==> src/rtl/gpt_pkg.sv <==
// gpt_pkg: shared constants, types and state codes of the point thinning block
// no dependencies
`default_nettype none

package gpt_pkg;

	localparam int KEPT_DEPTH = 1024;
	localparam int COORD_W    = 32;
	localparam int DIST_W     = 31;
	localparam int POS_W      = 32;
	localparam int CNT_W      = $clog2(KEPT_DEPTH + 1);
	localparam int ADDR_W     = (KEPT_DEPTH > 1) ? $clog2(KEPT_DEPTH) : 1;
	localparam int QUEUE_DEPTH = 2;
	localparam int QPTR_W     = $clog2(QUEUE_DEPTH);
	localparam int QCNT_W     = $clog2(QUEUE_DEPTH + 1);

	typedef struct packed {
		logic signed [COORD_W-1:0] x_coord;
		logic signed [COORD_W-1:0] y_coord;
		logic                      set_end;
		logic [POS_W-1:0]          position;
	} work_item_t;

	typedef struct packed {
		logic       valid;
		work_item_t item;
	} queue_head_t;

	typedef enum logic [1:0] {
		ST_IDLE,
		ST_SCAN,
		ST_EMIT
	} back_state_t;

endpackage

`default_nettype wire

==> src/rtl/gpt_if.sv <==
// gpt_if: valid/ready channels for points and results
// depends on gpt_pkg
`default_nettype none

interface gpt_point_if;
	logic                               valid;
	logic                               ready;
	logic signed [gpt_pkg::COORD_W-1:0] x_coord;
	logic signed [gpt_pkg::COORD_W-1:0] y_coord;
	logic                               set_end;

	modport source (output valid, x_coord, y_coord, set_end, input ready);
	modport sink (input valid, x_coord, y_coord, set_end, output ready);
endinterface


`default_nettype wire

==> src/rtl/gpt_front.sv <==
// gpt_front: accepts points and tags each with its position in the set
// depends on gpt_pkg and gpt_if
`default_nettype none

module gpt_front (
	input  wire logic            clk,
	input  wire logic            arst_n,
	gpt_point_if.sink            points,
	output logic                 push,
	output gpt_pkg::work_item_t  push_item,
	input  wire logic            queue_full
);
	import gpt_pkg::*;

	logic [POS_W-1:0] pos_q;

	assign points.ready       = !queue_full;
	assign push               = points.valid && !queue_full;
	assign push_item.x_coord  = points.x_coord;
	assign push_item.y_coord  = points.y_coord;
	assign push_item.set_end  = points.set_end;
	assign push_item.position = pos_q;

	always_ff @(posedge clk or negedge arst_n) begin
		if (!arst_n) begin
			pos_q <= '0;
		end else if (push) begin
			if (points.set_end) begin
				pos_q <= '0;
			end else if (pos_q != '1) begin
				pos_q <= pos_q + 1'b1;
			end
		end
	end

endmodule

`default_nettype wire

==> src/flat_wrapper.sv <==
// flat-port wrapper written by rule: the top's interface ports become plain ports
module gpt_front_flat import gpt_pkg::*;
  (clk, arst_n, push, push_item, queue_full, points_valid, points_x_coord, points_y_coord, points_set_end, points_ready);
  gpt_point_if points_i ();
  input  wire logic clk;
  input  wire logic arst_n;
  output logic push;
  output gpt_pkg::work_item_t push_item;
  input  wire logic queue_full;
  input wire logic [$bits(points_i.valid)-1:0] points_valid;
  input wire logic [$bits(points_i.x_coord)-1:0] points_x_coord;
  input wire logic [$bits(points_i.y_coord)-1:0] points_y_coord;
  input wire logic [$bits(points_i.set_end)-1:0] points_set_end;
  output wire logic [$bits(points_i.ready)-1:0] points_ready;
  assign points_i.valid = points_valid;
  assign points_i.x_coord = points_x_coord;
  assign points_i.y_coord = points_y_coord;
  assign points_i.set_end = points_set_end;
  assign points_ready = points_i.ready;
  gpt_front u_core (.clk(clk), .arst_n(arst_n), .points(points_i), .push(push), .push_item(push_item), .queue_full(queue_full));
endmodule
==> config.mk <==
export PLATFORM = sky130hd
export DESIGN_NAME = gpt_front_flat
export DESIGN_NICKNAME = d
export VERILOG_FILES = /design/src/rtl/gpt_pkg.sv /design/src/rtl/gpt_if.sv /design/src/rtl/gpt_front.sv /design/src/flat_wrapper.sv
export SDC_FILE = /design/constraint.sdc
export NUM_CORES = 1
export LEC_CHECK = 0
export BUFFER_PORTS_ARGS = -buffer_cell sky130_fd_sc_hd__buf_2
export CAP_MARGIN = 40
export CORE_ASPECT_RATIO = 1.1
export CORE_MARGIN = 3
export CORE_UTILIZATION = 43
export CTS_CLUSTER_DIAMETER = 30
export CTS_CLUSTER_SIZE = 16
export DETAILED_ROUTE_END_ITERATION = 6
export PLACE_DENSITY = 0.82
export SLEW_MARGIN = 5
export SYNTH_ARGS = -nofsm -noshare
export SYNTH_HDL_FRONTEND = slang
export SYNTH_SLANG_ARGS = --single-unit
export TNS_END_PERCENT = 1
==> constraint.sdc <==
create_clock -name clk -period 2.5 [get_ports clk]
set_input_delay 0.5 -clock clk [delete_from_list [all_inputs] [get_ports clk]]
set_output_delay 0.5 -clock clk [all_outputs]
set_load 0.05 [all_outputs]
-- Word-level counts from Yosys, hierarchy flattened
Index checks and enable logic that the tools add are counted.
- register bits: 32
- input bits: 69
- add/subtract/negate cells: 1
- equal/unequal tests: 1
- mux-type cells: 2
- reductions and logical operators: 4
- operator list (operator ; number):
    $mux 32 ; 2
    $add 32x1->32 const B ; 1
    $ne 32x32->1 const B ; 1
    $reduce_and 2->1 ; 1
    $reduce_bool 2->1 ; 1
    $logic_and 1x1->1 ; 1
    $logic_not 1->1 ; 1

-- Logic depth before layout (Yosys ltp)
- depth in word-level cells: 3
- mapped depth: 8
- gate-level depth less buffers: 6

-- Worst setup path after synthesis
No wires, ideal clock.
- path type: register to register
- start point: reg u_core.pos_q[0]
- end point: reg u_core.pos_q[2]
- library setup time: 124 ps
- arrival time: 2334 ps
- required time: 2376 ps
- slack: 42 ps
- stages on the path, launching flop included: 7
- clock period less this slack: 2458 ps
- path through: dfrtp_1 > ha_1 > nand4_1 > or4_4 > o31ai_4 > nor3b_1 > a211o_1
- longest elaborated chain between the ends: 3
- RTL lines (what ; RTL line ; source):
    start: declaration ; gpt_front.sv:15 ; logic [POS_W-1:0] pos_q;
    start signal: assignment ; gpt_front.sv:31 ; pos_q <= pos_q + 1'b1;
    $add 32x1->32 or $ne 32x32->1 (tied branches) ; gpt_front.sv:31, gpt_front.sv:30 ;
    $mux 32 or $reduce_bool 2->1 (tied branches) ; -- ;
    $mux 32 or $reduce_and 2->1 (tied branches) ; -- ;
Parallel ways exist; a longest one is shown, timed or not. The select of a mux whose other input is x is not followed.
A chain may end at the register's enable or synchronous reset.

-- Final worst setup path
Same ends and word-level chain as after synthesis.

==> results.py <==
metrics = {
    "synth": {
        "synth-edff-count": 0,
        "syn_area_sq_um": 2540,
        "ys_ff_latch": 32,
        "yosys_warnings": 0,
        "ys_async_sr_fraction": 1.000,
        "syn-instance-count": 298,
        "syn-num-nets": 368,
        "ys_seq_area_frac": 0.3153,
        "synth_top_flop_cell": "dfrtp_1",
        "synth_area_per_cell_sq_um": 8.523,
        "synth.distinct_cells": 47,
    },
    "worst_setup_path": {
        "path_class": "register to register",
        "cp-start-kind": "register",
        "cp.required_ns": 2.67,
        "arrival_ns": 2.49,
        "end_kind": "register",
        "critPathMaxFanout": 7,
    },
    "placement": {
        "dpl.hpwl_mm": 4.190,
        "portBuffers": 39,
        "place_congestion": 0.8473,
        "placed_cells": 344,
    },
    "grt": {
        "grt_pass1_wl_mm": 9.591,
        "grt_usage": 0.1774,
        "antenna_found_initial": 0,
        "grt_pass1_vias": 1943,
        "grt_overflow_total": 0,
        "grt_max_degree": 33,
    },
    "clock_network": {
        "hold_buffers": 0,
        "path_clk_slew_ns": 0.07,
        "clkLatencyLatePin_ns": 0.29,
        "cts_tree": "built",
        "cts_setup_buffers": 0,
        "ctsHtreeMaxLevel": 2,
        "cts_resized": 0,
        "cts_root_buffer": "clkbuf_8",
        "cts_buffer_depth": 2,
        "cts-buffers-inserted": 5,
        "cts_sinks": 32,
    },
    "cells_and_area": {
        "diodes": 0,
        "synthToLayoutAreaGrowth_pct": -3.941,
        "finalNonFillerCells": 351,
        "fill_cells": 551,
        "top_register": "u_core.pos_q",
        "largest_reg_flops": 32,
        "reg_top3": "u_core.pos_q (32)",
        "drive_gt1_frac": 0.2609,
        "nets": 346,
    },
    "route": {
        "dr.pass1.iters": 4,
        "drt_iter0_markers": 175,
        "wl_per_cell_microns": 16.75,
        "wirelength_mm": 5.879,
        "detail_route.drc_violations": 0,
        "vias": 2153,
        "postRouteAntennaNets": 0,
        "viasPerCell": 6.134,
    },
    "hold_path": {
        "min_path_type": "primary input to async pin",
    },
    "floorplan": {
        "start_util": 0.4589,
        "die_h_microns": 86.61,
        "core_sq_um": 5535,
        "die_x_microns": 79.28,
        "die-area_sq_um": 6866,
        "row_count": 28,
        "io_pins": 168,
    },
    "power_and_ir_drop": {
        "peakVddDrop_uv": 294.4,
        "power.share.switching": 0.3543,
        "powerDensity_nw_per_um2": 506.4,
        "p_seq_frac": 0.482,
        "comb_power_share": 0.205,
        "switching_power_uw": 437.7,
        "leakage_uw": 0.001131,
        "clkPwrFrac": 0.313,
        "internal_power_uw": 797.9,
    },
    "sta": {
        "drv_slew": 0,
        "skew_ns": 0.009104,
        "fin_tns_setup_ns": 0,
        "max_freq_ghz": 0.4321,
        "setup_violations": 0,
        "period_share": 0.9257,
        "fin_crit_ns": 2.314,
        "slew-limit-headroom": 0.5099,
        "worst_slew_pin_slew_ns": 0.7352,
        "rsz0062_at_grt": "false",
        "hold_viol": 0,
    },
    "status": {
        "status": "complete, no violations",
    },
    "job": {
        "max_cap_viol_count": 0,
    },
}
==> worst paths after layout <==
| check | startpoint | cells past startpoint | end | slack [ns] |
|---|---|---|---|---|
| setup / recovery | u_core.pos_q[0] | 6 | u_core.pos_q[2] | 0.19 |
| hold / removal | arst_n | 1 | u_core.pos_q[11] | 0.26 |
| setup reg to reg | u_core.pos_q[0] | 6 | u_core.pos_q[2] | 0.19 |
| hold reg to reg | u_core.pos_q[26] | 1 | u_core.pos_q[26] | 0.54 |
| max in group asynchronous | arst_n | 1 | u_core.pos_q[24] | 1.75 |
| min in group clk | u_core.pos_q[26] | 1 | u_core.pos_q[26] | 0.54 |
==> metal layers <==
metal | track usage | vias to the layer above | share of wire
met3 | 0.05094 | 23 | 0.10
met2 | 0.2841 | 123 | 0.46
met1 | 0.2257 | 1019 | 0.41
met4 | 0.07031 | 0 | 0.023
met5 | 0 | - | 0
li1 | - | 988 | -
==> logic make-up after synthesis <==
family                   Yosys count  synth area share
AO/OA/AOI/OAI                     73            0.1990
adder cells (fa/ha/maj)            1          0.004925
buffers and inverters             86            0.2266
flip-flops                        32            0.3153
multiplexers                       2          0.007882
AND/OR/NAND/NOR                  104            0.2463
==> cell usage in the layout (no fill, tap or decap), types with 4 or more instances in the layout <==
| cell | count |
|---|---|
| clkbuf_8 | 5 |
| nor2_1 | 13 |
| a21o_1 | 5 |
| dfrtp_1 | 32 |
| inv_1 | 7 |
| and3_1 | 6 |
| or4_1 | 5 |
| and2_1 | 4 |
| a41oi_1 | 4 |
| nand3_1 | 17 |
| o21ai_0 | 16 |
| a21oi_1 | 11 |
| nor3_1 | 4 |
| buf_4 | 11 |
| nand2_1 | 24 |
| buf_2 | 39 |
| and4_1 | 4 |
| a31oi_1 | 15 |
| nand4_1 | 7 |
==> cell type report <==
class | count | area (sq um) | share of cell area
flip-flops and latches | 32 | 800.8 | 0.3282
clock inverters | 1 | 5.005 | 0.002051
inverters | 7 | 26.28 | 0.01077
clock buffers | 6 | 72.57 | 0.02974
repair buffers | 50 | 277.8 | 0.1138
multi-input cells | 180 | 1164 | 0.4769
well taps | 75 | 93.84 | 0.03846
==> metrics by stage <==
stage	area, sq um	hold slack, ns	power, uW	setup slack, ns	utilization
6_report	2440	0.2602	1236	0.1856	0.4408
5_1_grt	2440	0.3188	1296	0.09171	0.4408
3_3_place_gp	2362	0.5154	855.4	0.2615	0.4268
4_1_cts	2440	0.2912	1243	0.1845	0.4408
3_5_place_dp	2362	0.5147	860.3	0.1942	0.4268
2_1_floorplan	2540	0.2044	1061	0.04188	-
==> power by group through the flow <==
stage | combinational (uW) | clock (uW) | sequential, uW
finish | 253 | 387 | 595
global route | 274 | 419 | 604
CTS | 257 | 392 | 594
detailed placement | 256 | 0 | 604
global placement | 254 | 0 | 601
floorplan | 377 | 0 | 684
==> cells in the mapped netlist (2+ instances only) <==
| master | count | area [sq um] |
|---|---|---|
| a21o_1 | 5 | 37.54 |
| a21oi_1 | 11 | 55.05 |
| a31o_2 | 3 | 26.28 |
| a31oi_1 | 15 | 93.84 |
| a32o_1 | 2 | 20.02 |
| a32oi_1 | 2 | 17.52 |
| a41oi_1 | 4 | 35.03 |
| and2_1 | 4 | 25.02 |
| and3_1 | 6 | 37.54 |
| and4_1 | 4 | 35.03 |
| buf_2 | 3 | 15.01 |
| buf_4 | 66 | 495.5 |
| clkbuf_1 | 9 | 33.78 |
| dfrtp_1 | 32 | 800.8 |
| inv_1 | 7 | 26.28 |
| mux2i_1 | 2 | 20.02 |
| nand2_1 | 24 | 90.09 |
| nand2b_1 | 2 | 12.51 |
| nand3_1 | 17 | 85.08 |
| nand4_1 | 7 | 43.79 |
| nand4_4 | 2 | 42.54 |
| nor2_1 | 13 | 48.80 |
| nor3_1 | 4 | 20.02 |
| nor3_2 | 2 | 20.02 |
| nor4_1 | 3 | 18.77 |
| nor4_4 | 2 | 42.54 |
| o211ai_1 | 3 | 22.52 |
| o21ai_0 | 16 | 80.08 |
| o31ai_1 | 2 | 15.01 |
| o41ai_1 | 2 | 17.52 |
| or2_2 | 2 | 12.51 |
| or3_1 | 3 | 18.77 |
| or4_1 | 5 | 37.54 |
==> worst max-delay path, stage by stage, from the launching register on <==
cell     delay [ns]
dfrtp_1        0.41
ha_1           0.24
nand4_1        0.22
or4_4          0.52
o31ai_4        0.41
nor3b_1        0.11
a211o_1        0.28
(Power assumes the default switching activity.)
