<file path="src/rtl/gpt_pkg.sv">
// gpt_pkg: shared constants, types and state codes of the point thinning block
// no dependencies
`default_nettype none

package gpt_pkg;

	localparam int KEPT_DEPTH = 1024;
	localparam int COORD_W    = 32;
	localparam int DIST_W     = 31;
	localparam int POS_W      = 32;
	localparam int CNT_W      = $clog2(KEPT_DEPTH + 1);
	localparam int ADDR_W     = (KEPT_DEPTH > 1) ? $clog2(KEPT_DEPTH) : 1;
	localparam int QUEUE_DEPTH = 2;
	localparam int QPTR_W     = $clog2(QUEUE_DEPTH);
	localparam int QCNT_W     = $clog2(QUEUE_DEPTH + 1);

	typedef struct packed {
		logic signed [COORD_W-1:0] x_coord;
		logic signed [COORD_W-1:0] y_coord;
		logic                      set_end;
		logic [POS_W-1:0]          position;
	} work_item_t;

	typedef struct packed {
		logic       valid;
		work_item_t item;
	} queue_head_t;

	typedef enum logic [1:0] {
		ST_IDLE,
		ST_SCAN,
		ST_EMIT
	} back_state_t;

endpackage

`default_nettype wire

</file>
<file path="src/rtl/gpt_queue.sv">
// gpt_queue: short queue of position-tagged items between front and back
// depends on gpt_pkg
`default_nettype none

module gpt_queue (
	input  wire logic                clk,
	input  wire logic                arst_n,
	input  wire logic                push,
	input  gpt_pkg::work_item_t      push_item,
	output logic                     full,
	input  wire logic                pop,
	output gpt_pkg::queue_head_t     head
);
	import gpt_pkg::*;

	work_item_t         slot_q [QUEUE_DEPTH];
	logic [QPTR_W-1:0]  wr_ptr_q;
	logic [QPTR_W-1:0]  rd_ptr_q;
	logic [QCNT_W-1:0]  cnt_q;
	logic               do_push;
	logic               do_pop;

	assign full       = (cnt_q == QCNT_W'(QUEUE_DEPTH));
	assign head.valid = (cnt_q != '0);
	assign head.item  = slot_q[rd_ptr_q];
	assign do_push    = push && !full;
	assign do_pop     = pop && head.valid;

	always_ff @(posedge clk) begin
		if (do_push) begin
			slot_q[wr_ptr_q] <= push_item;
		end
	end

	always_ff @(posedge clk or negedge arst_n) begin
		if (!arst_n) begin
			wr_ptr_q <= '0;
			rd_ptr_q <= '0;
			cnt_q    <= '0;
		end else begin
			if (do_push) begin
				wr_ptr_q <= (wr_ptr_q == QPTR_W'(QUEUE_DEPTH - 1)) ? '0 : wr_ptr_q + 1'b1;
			end
			if (do_pop) begin
				rd_ptr_q <= (rd_ptr_q == QPTR_W'(QUEUE_DEPTH - 1)) ? '0 : rd_ptr_q + 1'b1;
			end
			case ({do_push, do_pop})
				2'b10:   cnt_q <= cnt_q + 1'b1;
				2'b01:   cnt_q <= cnt_q - 1'b1;
				default: cnt_q <= cnt_q;
			endcase
		end
	end

endmodule

`default_nettype wire

</file>
<file path="config.mk">
export PLATFORM = sky130hd
export DESIGN_NAME = gpt_queue
export DESIGN_NICKNAME = d
export VERILOG_FILES = /design/src/rtl/gpt_pkg.sv /design/src/rtl/gpt_queue.sv
export SDC_FILE = /design/constraint.sdc
export NUM_CORES = 1
export LEC_CHECK = 0
export ABC_AREA = 1
export ABC_CLOCK_PERIOD_IN_PS = 16700
export BUFFER_PORTS_ARGS = -buffer_cell sky130_fd_sc_hd__buf_2
export CAP_MARGIN = 25
export CORE_MARGIN = 2
export CORE_UTILIZATION = 30
export DETAILED_ROUTE_END_ITERATION = 10
export SETUP_SLACK_MARGIN = 0.02
export SLEW_MARGIN = 20
export SYNTH_ARGS = -nofsm -noshare
export SYNTH_HDL_FRONTEND = slang
export SYNTH_SLANG_ARGS = --single-unit
export TNS_END_PERCENT = 1
</file>
<file path="constraint.sdc">
create_clock -name clk -period 16.7 [get_ports clk]
set_clock_uncertainty 0.05 [all_clocks]
set_input_delay 1.67 -clock clk [delete_from_list [all_inputs] [get_ports clk]]
set_output_delay 1.67 -clock clk [all_outputs]
set_load 0.01 [all_outputs]
</file>
# --- Word level (Yosys, flattened, before mapping) ---
# Memories as Yosys holds them, arrays and structs flattened.
# Index checks and enable logic that the tools add are counted.
op_classes:
  add_sub_neg: 4
  n_eq_ne: 3
  mux: 5
  n_reduce_logical: 5
ops:
  columns: ["cell", "count"]
  rows:
  - ["== test 2 bit (second input constant)", 2]
  - ["2-to-1 mux 1 bit", 4]
  - ["one-hot mux 2 bit (2 select lines)", 1]
  - ["nonzero test 2 bit", 2]
  - ["adder 1 bit (second input constant)", 2]
  - ["adder 2 x 1 -> 2 bit (second input constant)", 1]
  - ["== test 2 x 1 -> 1 bit (second input constant)", 1]
  - ["logical AND 1 bit", 2]
  - ["subtractor 2 x 1 -> 2 bit (second input constant)", 1]
  - ["zero test 1 bit", 1]
totals:
  reg_bits: 4
  ramBits: 194
  inputBits: 101
  output_inout_bits: 99
  word_cells: 21
  n_memories: 1
memory_table:
  columns: ["memory", "depth", "width", "rd", "rd_clocked_by_memory_dff", "wr", "line", "text"]
  rows:
  - ["slot_q", 2, 97, 1, 0, 1, "gpt_queue.sv:16", "work_item_t slot_q [QUEUE_DEPTH];"]

# --- Depth between registers and ports, before layout ---
# Gate-level depths: netlist of run 1.
logic_depth:
  ltp_word: 5
  ltp_mapped: 10
  depth_no_buf: 10

# --- Least setup slack after synthesis of run 1 ---
# No wires, ideal clock.
synth_timing:
  path_type: "input to register"
  start: "input port push"
  end: "memory slot_q[1][0] (netlist bit) (enable)"
  setup_ns: 0.554
  arrival_time_ns: 5.852
  t_required_ns: 16.096
  path_slack_ns: 10.244
  stages: 2
  n_path_buf: 0
  cell_sequence: "o21ai_0 -> nor2_1"
synth_between:
  elab_chain_len: 3
synth_lines:
  columns: ["element", "line", "text"]
  rows:
  - ["from (decl)", "gpt_queue.sv:8", "input wire logic push,"]
  - ["logical AND 1 bit", "gpt_queue.sv:26", "assign do_push = push && !full;"]
  - ["2-to-1 mux 1 bit", "gpt_queue.sv:30", "if (do_push) begin"]
  - ["2-to-1 mux 1 bit (implied by the code)", "gpt_queue.sv:31", "slot_q[wr_ptr_q] <= push_item;"]
  - ["to (decl)", "gpt_queue.sv:16", null]
# No other way between the ends.

==> results.ini, run 1 <==
[pwr]
power_frac_comb = 0.305
seqPwrFrac = 0.445
vdd_drop_max_v = 0.0001653
clkPwrFrac = 0.250
switching_power_mw = 0.5495
p_leak_nw = 3.913
sw_frac_of_total = 0.3409
internal_power_mw = 1.062
p_per_area_nw_per_um2 = 175.1

[clocking]
hold_buffers = 0
ctsResizeCount = 0
clock_latency_ps = 430
cts_made_buffers = 17
clockBufferDepth = 2
cts_setup_buffers = 0
path_clk_slew_ps = 70
h-tree-depth = 4
clock-root-buffer = clkbuf_16
clock_sinks = 198
cts_tree = yes

[final_layout]
multi_input_area_um2 = 1192
final_util = 0.3818
finalNetCount = 842
seqCellArea_um2 = 5929
fillers = 2330
layout_commonest_cell = nand2_1
fin_cells = 1079
layout_common_cells = nand2_1, buf_2, edfxtp_1
area_delta_synth_final_pct = 26.39
final_layout_size_suffix_gt1_frac = 0.3161

[drt]
post-route-drc-count = 0
dr.pass1.iters = 4
wire_per_inst_um = 14.04
drt_iter0_drc = 238
routed_via_density = 4.164
wl_um = 15150
vias = 4493
ant_nets = 0

[setup_path]
cp_num_buf_inv = 2
slowest_stage = dfrtp_4
endpoint_kind = primary output
cpMostUsedCell = nand2_1
criticalPathCategory = reg -> out
critPathMaxFanout = 62
worstPathRequired_ps = 14980
cp_cell_sequence = buf_4 -> nand2_1 -> nand2_1 -> buf_2
crit_family = buffers and inverters
cpPeakStageDelay_ps = 720
crit_arrival_ps = 2310
critPathLaunchType = flop

[placement]
gp_congestion = 0.7181
hpwl_um = 9489
pre_cts_slack_ps = 13040
dp.cells = 1045
io_buffers = 199

[yosys]
synth_top_family_by_area = simple AND/OR/NAND/NOR gates
synth-seq-area-share = 0.8137
synth_compound_area_frac = 0.0006873
syn-num-nets = 640
yosys.area_share.adder = 0.001718
synth_top_area_share = 0.8000
synthSimpleGateAreaFrac = 0.1591
synthTopCellsByArea = edfxtp_1, nand2_1, dfrtp_1
netlist_area_um2 = 7282
synth_mux_area_frac = 0
ys_warn_count = 0
avgSynthCellArea_um2 = 13.54
synthXorXnorAreaFrac = 0.001203
syn_inst = 538
synth-seq-cells = 198
synth_top_area_cell = edfxtp_1
yosysUniqueCellTypes = 14

[grt]
grt_usage = 0.1187
use_met3 = 0.03974
grt_pass1_vias = 4234
grt_pass1_wl_um = 23140
top_usage_layer = met2
grt_max_degree = 63
use_met2 = 0.1789
grt-ovfl-total = 0
antenna_found_initial = 2
grt_use_met1 = 0.1604

[worst_hold_path]
hp-class = reg -> reg

[floorplan]
rows = 57
ios = 200
die_x_um = 159.8
die-area_um2 = 25540
die_y_um = 159.8
start_util = 0.3021
core_area_um2 = 24110

[timing]
worst_slack_ps = 12670
finalCritPeriodShare = 0.2411
maxSlewViolCount = 0
hold_viol = 0
fmax_mhz = 248.4
worstMarginPinSlew_ps = 756.5
min_period_ps = 4026
max_slew_margin = 0.4956
setup_tns_ps = 0
holdWs_ps = 439.8
finalSetupViolations = 0
rsz0062_at_grt = false

[run]
drv_cap = 0

[outcome]
outcome = complete, no violations

## worst paths after layout
path | start | end | slack, ps | depth (start not counted)
worst max-delay path | rd_ptr_q | head[11] | 12670 | 4
worst min-delay path | wr_ptr_q | wr_ptr_q | 440 | 2
worst max register to register | cnt_q[1] | slot_q[0][96] | 14270 | 6
worst min register to register | wr_ptr_q | wr_ptr_q | 440 | 2
max in group asynchronous | arst_n | rd_ptr_q | 15460 | 1
min in group asynchronous | arst_n | cnt_q[0] | 990 | 1
## worst min-delay path, delay by kind of cell, from the launching register on
kind	cells	cell delay, ps
flops	1	340
simple gates	2	120
## per-layer routing
metal  share of wire  up-vias  routed length, µm
met4           0.017        0                250
met5               0        -                  0
met3           0.078       15               1182
li1                -     2214                  -
met2            0.46      168               6917
met1            0.45     2096               6795
## power groups by stage
stage | sequential, mW | combinational (mW) | clock [mW]
2_1_floorplan | 0.721 | 0.310 | 0
3_3_place_gp | 0.727 | 0.497 | 0
3_5_place_dp | 0.730 | 0.505 | 0
4_1_cts | 0.719 | 0.507 | 0.419
5_1_grt | 0.728 | 0.553 | 0.439
6_report | 0.718 | 0.491 | 0.403
## cells by family (layout without fill, tap and decap cells)
kind of cell / after synthesis / after routing
AOI/OAI and AO/OA: 1 / 1
other: 0 / 2
adders and majority gates: 1 / 1
and+or+nand+nor: 307 / 307
xor gates and xnor gates: 1 / 1
buffers and inverters: 30 / 245
DFF: 198 / 198
## per-stage QoR
step / area, µm² / power, mW
floorplan: 7282 / 1.031
global placement: 8592 / 1.225
detailed placement: 8620 / 1.235
CTS: 9199 / 1.645
global route: 9201 / 1.720
finish: 9204 / 1.612
## state kept, by name (all words and copies together) (netlist names)
signal and flops:
slot_q 194, cnt_q 2, rd_ptr_q 1, wr_ptr_q 1
## synthesized netlist by cell type, drive strengths merged
| cell type | instances |
|---|---|
| dfrtp | 4 |
| nand3 | 3 |
| nand4 | 1 |
| edfxtp | 194 |
| nand2 | 301 |
| xnor2 | 1 |
| o21ai | 1 |
| buf | 21 |
| inv | 9 |
| nor2 | 2 |
| ha | 1 |
## layout make-up
type,instances,share of cell area
Antenna cell,2,0.0005438
Clock buffer,18,0.04663
Clock inverter,14,0.01631
Inverter,9,0.004214
Multi-Input combinational cell,310,0.1296
Sequential cell,198,0.6442
Tap cell,324,0.04405
Timing Repair Buffer,204,0.1145
(Power assumes the default switching activity.)
==> inputs of run 2 (changes only) <==
--- a/config.mk
+++ b/config.mk
@@ -5,8 +5,8 @@
 export SDC_FILE = /design/constraint.sdc
 export NUM_CORES = 1
 export LEC_CHECK = 0
-export ABC_AREA = 1
-export ABC_CLOCK_PERIOD_IN_PS = 16700
+export ABC_AREA = 0
+export ABC_CLOCK_PERIOD_IN_PS = 3250
 export BUFFER_PORTS_ARGS = -buffer_cell sky130_fd_sc_hd__buf_2
 export CAP_MARGIN = 25
 export CORE_MARGIN = 2
==> constraint.sdc (replaced) <==
create_clock -name clk -period 3.25 [get_ports clk]
set_clock_uncertainty 0.05 [all_clocks]
set_input_delay 0.325 -clock clk [delete_from_list [all_inputs] [get_ports clk]]
set_output_delay 0.325 -clock clk [all_outputs]
set_load 0.01 [all_outputs]
==> run 2 against run 1 <==
Net effect:
- hold slack got worse by 400 ps
- clock-buffer cell count decreased by 1
- register-to-register slack got worse by 13000 ps
- sequential power increased to 5.2 times the previous value
- via count decreased by 18%
- sequential share of layout area decreased by 0.44 points
- die area decreased by 0.17%
- combinational power increased to 4.8 times the previous value
==> results.ini, run 2 <==
[outcome]
outcome = complete, no violations

[timing]
holdWs_ps = 40.32
min_period_ps = 2537
max_slew_margin = 0.5079
setup_tns_ps = 0
maxSlewViolCount = 0
worstMarginPinSlew_ps = 738.2
finalSetupViolations = 0
fmax_mhz = 394.2
hold_viol = 0
rsz0062_at_grt = false
finalCritPeriodShare = 0.7805
worst_slack_ps = 713.2

[pwr]
vdd_drop_max_v = 0.0003957
totalPowerFinal_mw = 8.156
clkPwrFrac = 0.249
seqPwrFrac = 0.461
internal_power_mw = 5.732
switching_power_mw = 2.424
sw_frac_of_total = 0.2972
p_leak_nw = 3.465
p_per_area_nw_per_um2 = 880.0
power_frac_comb = 0.290

[clocking]
path_clk_slew_ps = 70
cts_tree = yes
clock_latency_ps = 420
cts_setup_buffers = 0
h-tree-depth = 4
clock_sinks = 198
clockBufferDepth = 2
cts_made_buffers = 17
ctsResizeCount = 0
clock-root-buffer = clkbuf_16

[drt]
vias = 3682
wl_um = 13860
drt_iter0_drc = 138
routed_via_density = 4.237
post-route-drc-count = 0
dr.pass1.iters = 4
ant_nets = 0
wire_per_inst_um = 15.95

[floorplan]
die_y_um = 159.7
rows = 56
core_area_um2 = 23610
ios = 200
die_x_um = 159.7
start_util = 0.3079
die-area_um2 = 25490

[setup_path]
endpoint_kind = primary output
rr_endpoint = slot_q[0][63]
critPathLaunchType = flop
criticalPathCategory = reg -> out
rr_worst_depth = 4
r2r-start = cnt_q[0]
reg2reg_slack_ps = 1360
worstPathRequired_ps = 2870
critPathMaxFanout = 47
crit_arrival_ps = 2160

[yosys]
synth_top_area_share = 0.8014
synth_top_area_cell = edfxtp_1
synth_edf_count = 194
synth_commonest_cells = edfxtp_1, mux2_2, mux2_4
ys_warn_count = 0
yosysUniqueCellTypes = 16
syn_inst = 320
netlist_area_um2 = 7269
synthTopCellsByArea = edfxtp_1, mux2_2, mux2_4
synth-seq-area-share = 0.8151
synth_most_common_cell = edfxtp_1
syn-num-nets = 422
synth_ff_type = edfxtp_1
synth-seq-cells = 198
avgSynthCellArea_um2 = 22.72
ys_async_sr_fraction = 0.02020

[grt]
grt-ovfl-total = 0
antenna_found_initial = 2
grt_max_degree = 54
grt_pass1_wl_um = 21230
grt_pass1_vias = 3981
grt_usage = 0.1083

[final_layout]
layout_common_cells = buf_2, edfxtp_1, mux2_2
area_delta_synth_final_pct = 27.49
top_register = slot_q
layout_commonest_cell = buf_2
finalNetCount = 637
stdcell_area_um2 = 9268
final_layout_size_suffix_gt1_frac = 0.6168
largest_reg_flops = 194
top_regs = slot_q: 194 flops, cnt_q: 2 flops
fillers = 2165

[placement]
io_buffers = 199
pre_cts_slack_ps = 1091
place_area_um2 = 8678
gp_congestion = 0.7328
hpwl_um = 9281

[worst_hold_path]
hp-class = in -> reg
hold_start = push_item[71]
hold_end = slot_q[0][71]
worst_hold_path.num_cells = 1

[run]
drv_cap = 0

run 2: routing by layer:
layer	vias up	track usage	wire length, µm
met5	-	0	13
met1	1822	0.1247	5661
met4	2	0.05165	272
met2	142	0.1824	6917
met3	18	0.03584	997
li1	1698	-	-
run 2: stage by stage:
stage	utilization	instances
CTS	0.3923	867
finish	0.3925	869
detailed placement	0.3675	834
global route	0.3924	868
floorplan	-	320
global placement	0.3675	834
run 2: layout make-up:
type	instances	area (µm²)	share of cell area
multi-input cells	110	1272	0.1373
repair buffers	207	1084	0.1169
clock buffers	17	425.4	0.04590
inverters	1	3.754	0.0004050
well taps	319	399.1	0.04307
clock inverters	15	148.9	0.01607
flip-flops and latches	198	5929	0.6398
diodes	2	5.005	0.0005400
run 2: logic make-up (layout without fill, tap and decap cells):
logic type	count (synthesis)	count (layout)	synth area share
xor gates and xnor gates	5	5	0.006025
adders and majority gates	1	1	0.001721
buffers and inverters	12	240	0.01153
DFF	198	198	0.8151
muxes	97	97	0.1606
other	0	2	0
and+or+nand+nor	7	7	0.004993
run 2: what timing repair did:
action	in CTS	in global routing
setup endpoints to repair	0	0
hold buffers	1	0
hold endpoints to repair	4	0
run 2: how the worst max path moves through the flow:
stage | startpoint | end | slack (ps) | cells after the start
2_1_floorplan | cnt_q[0] | slot_q[1][0] | -100 | 2
3_3_place_gp | rd_ptr_q | head[69] | 1110 | 3
3_5_place_dp | rd_ptr_q | head[12] | 1090 | 3
4_1_cts | rd_ptr_q | head[12] | 640 | 3
5_1_grt | rd_ptr_q | head[12] | 560 | 3
6_report | rd_ptr_q | head[12] | 710 | 3
run 2: power groups by stage:
stage | Clock, mW | Sequential (mW) | Combinational [mW]
2_1_floorplan | 0 | 3.67 | 1.65
3_3_place_gp | 0 | 3.80 | 2.36
3_5_place_dp | 0 | 3.83 | 2.41
4_1_cts | 2.11 | 3.77 | 2.42
5_1_grt | 2.22 | 3.82 | 2.55
6_report | 2.03 | 3.76 | 2.37
run 2: worst max-delay path: stages (launching register included):
cell     delay [ps]
dfrtp_4         890
buf_12          320
mux2_2          370
buf_2           140
==> inputs of run 3 (changes only) <==
--- a/config.mk
+++ b/config.mk
@@ -6,7 +6,7 @@
 export NUM_CORES = 1
 export LEC_CHECK = 0
 export ABC_AREA = 0
-export ABC_CLOCK_PERIOD_IN_PS = 3250
+export ABC_CLOCK_PERIOD_IN_PS = 2300
 export BUFFER_PORTS_ARGS = -buffer_cell sky130_fd_sc_hd__buf_2
 export CAP_MARGIN = 25
 export CORE_MARGIN = 2
==> constraint.sdc (replaced) <==
create_clock -name clk -period 2.3 [get_ports clk]
set_clock_uncertainty 0.05 [all_clocks]
set_input_delay 0.23 -clock clk [delete_from_list [all_inputs] [get_ports clk]]
set_output_delay 0.23 -clock clk [all_outputs]
set_load 0.01 [all_outputs]
==> run 3 against run 2 <==
Net effect:
- sequential share of layout area decreased by 6.1 points
- die area is the same
- power rose by 44%
- critical path depth unchanged
- final cell count is 11% higher
- first-iteration DRC count rose by 18%
- global-route usage is 0.78 points higher
- final area up 11%
- via count rose by 8.8%
==> results.ini, run 3 (same netlist as run 2, synthesis figures left out) <==
[grt]
grt-ovfl-total = 0
grt_pass1_wl_um = 22940
grt_pass1_vias = 4407
antenna_found_initial = 1
grt_max_degree = 98
grt_usage = 0.1161

[setup_path]
rr_worst_depth = 3
endpoint_kind = primary output
slowest_stage = dfrtp_4
cpPeakStageDelay_ps = 420
cp_cell_sequence = buf_4 -> mux2_2 -> buf_2
critPathMaxFanout = 30
worstPathRequired_ps = 2020
critPathLaunchType = flop
r2r-start = cnt_q[0]
crit_family = buffers and inverters
criticalPathCategory = reg -> out
crit_arrival_ps = 1800
reg2reg_slack_ps = 550
rr_endpoint = slot_q[1][18]
cp_num_buf_inv = 2

[clocking]
cts_tree = yes
ctsResizeCount = 0
clock_latency_ps = 420
clock_sinks = 198
h-tree-depth = 4
path_clk_slew_ps = 70
clockBufferDepth = 2
cts_made_buffers = 17
clock-root-buffer = clkbuf_16

[final_layout]
largest_reg_flops = 194
top_regs = slot_q: 194 flops, cnt_q: 2 flops
final_layout_size_suffix_gt1_frac = 0.5179
top_register = slot_q
finalNetCount = 732
final_util = 0.4338
layout_commonest_cell = buf_2
layout_common_cells = buf_2, edfxtp_1, dlygate4sd3_1
stdcell_area_um2 = 10240
area_delta_synth_final_pct = 40.89

[timing]
maxSlewViolCount = 0
setup_tns_ps = 0
worstMarginPinSlew_ps = 648.1
rsz0062_at_grt = false
min_period_ps = 2077
holdWs_ps = 104.3
fmax_mhz = 481.5
max_slew_margin = 0.5679
finalSetupViolations = 0
hold_viol = 0
finalCritPeriodShare = 0.9030

[drt]
wl_um = 14710
vias = 4005
dr.pass1.iters = 4
routed_via_density = 4.168
drt_iter0_drc = 163
wire_per_inst_um = 15.31
ant_nets = 0
post-route-drc-count = 0

[pwr]
vdd_drop_max_v = 0.0005303
totalPowerFinal_mw = 11.74
p_leak_nw = 3.875
p_per_area_nw_per_um2 = 1146

[placement]
io_buffers = 199
gp_congestion = 0.7065
place_area_um2 = 8676
hpwl_um = 9158

[floorplan]
die-area_um2 = 25490
rows = 56
core_area_um2 = 23610
die_y_um = 159.7
die_x_um = 159.7
start_util = 0.3079
ios = 200

[outcome]
outcome = complete, no violations

[run]
drv_cap = 0

[worst_hold_path]
hp-class = in -> async

==> run 3: layout make-up <==
class	count	area, µm²
diodes	1	2.502
clock buffers	18	429.2
clock inverters	12	153.9
fillers	2118	13370
inverters	1	3.754
multi-input cells	110	1272
flip-flops and latches	198	5929
well taps	319	399.1
repair buffers	302	2052
==> run 3: layer usage <==
metal  wire length, µm  global-route usage  vias up  share of wire
met1              5989              0.1296     1975           0.41
met2              7582              0.2084      137           0.52
li1                  -                   -     1876              -
met3               939             0.03688       17          0.064
met5                 0                   0        -              0
met4               201             0.04091        0          0.014
==> run 3: what timing repair did <==
item / in CTS / in global routing
endpoints found under the hold margin: 198 / 0
hold buffers: 98 / 0
setup buffers: 0 / 0
==> run 3: power by group <==
part	switching [mW]	leakage (nW)	total, mW	internal [mW]
sequential	0.209	1.85	5.15	4.94
combinational	1.88	1.75	3.63	1.75
clock	1.25	0.282	2.96	1.70
total	3.35	3.88	11.7	8.39
==> run 3: how the worst max path moves through the flow <==
stage,startpoint,endpoint,cells after the start
2_1_floorplan,cnt_q[0],slot_q[0][0],3
3_3_place_gp,cnt_q[0],slot_q[1][63],3
3_5_place_dp,cnt_q[0],slot_q[1][65],3
4_1_cts,rd_ptr_q,head[81],3
5_1_grt,rd_ptr_q,head[81],3
6_report,rd_ptr_q,head[81],3
==> run 3: per-stage QoR <==
| step | setup slack, ps | instances |
|---|---|---|
| 4_1_cts | 184.3 | 960 |
| 6_report | 223.0 | 961 |
| 2_1_floorplan | -265.3 | 320 |
| 3_5_place_dp | 605.3 | 832 |
| 5_1_grt | 130.4 | 961 |
| 3_3_place_gp | 661.3 | 832 |
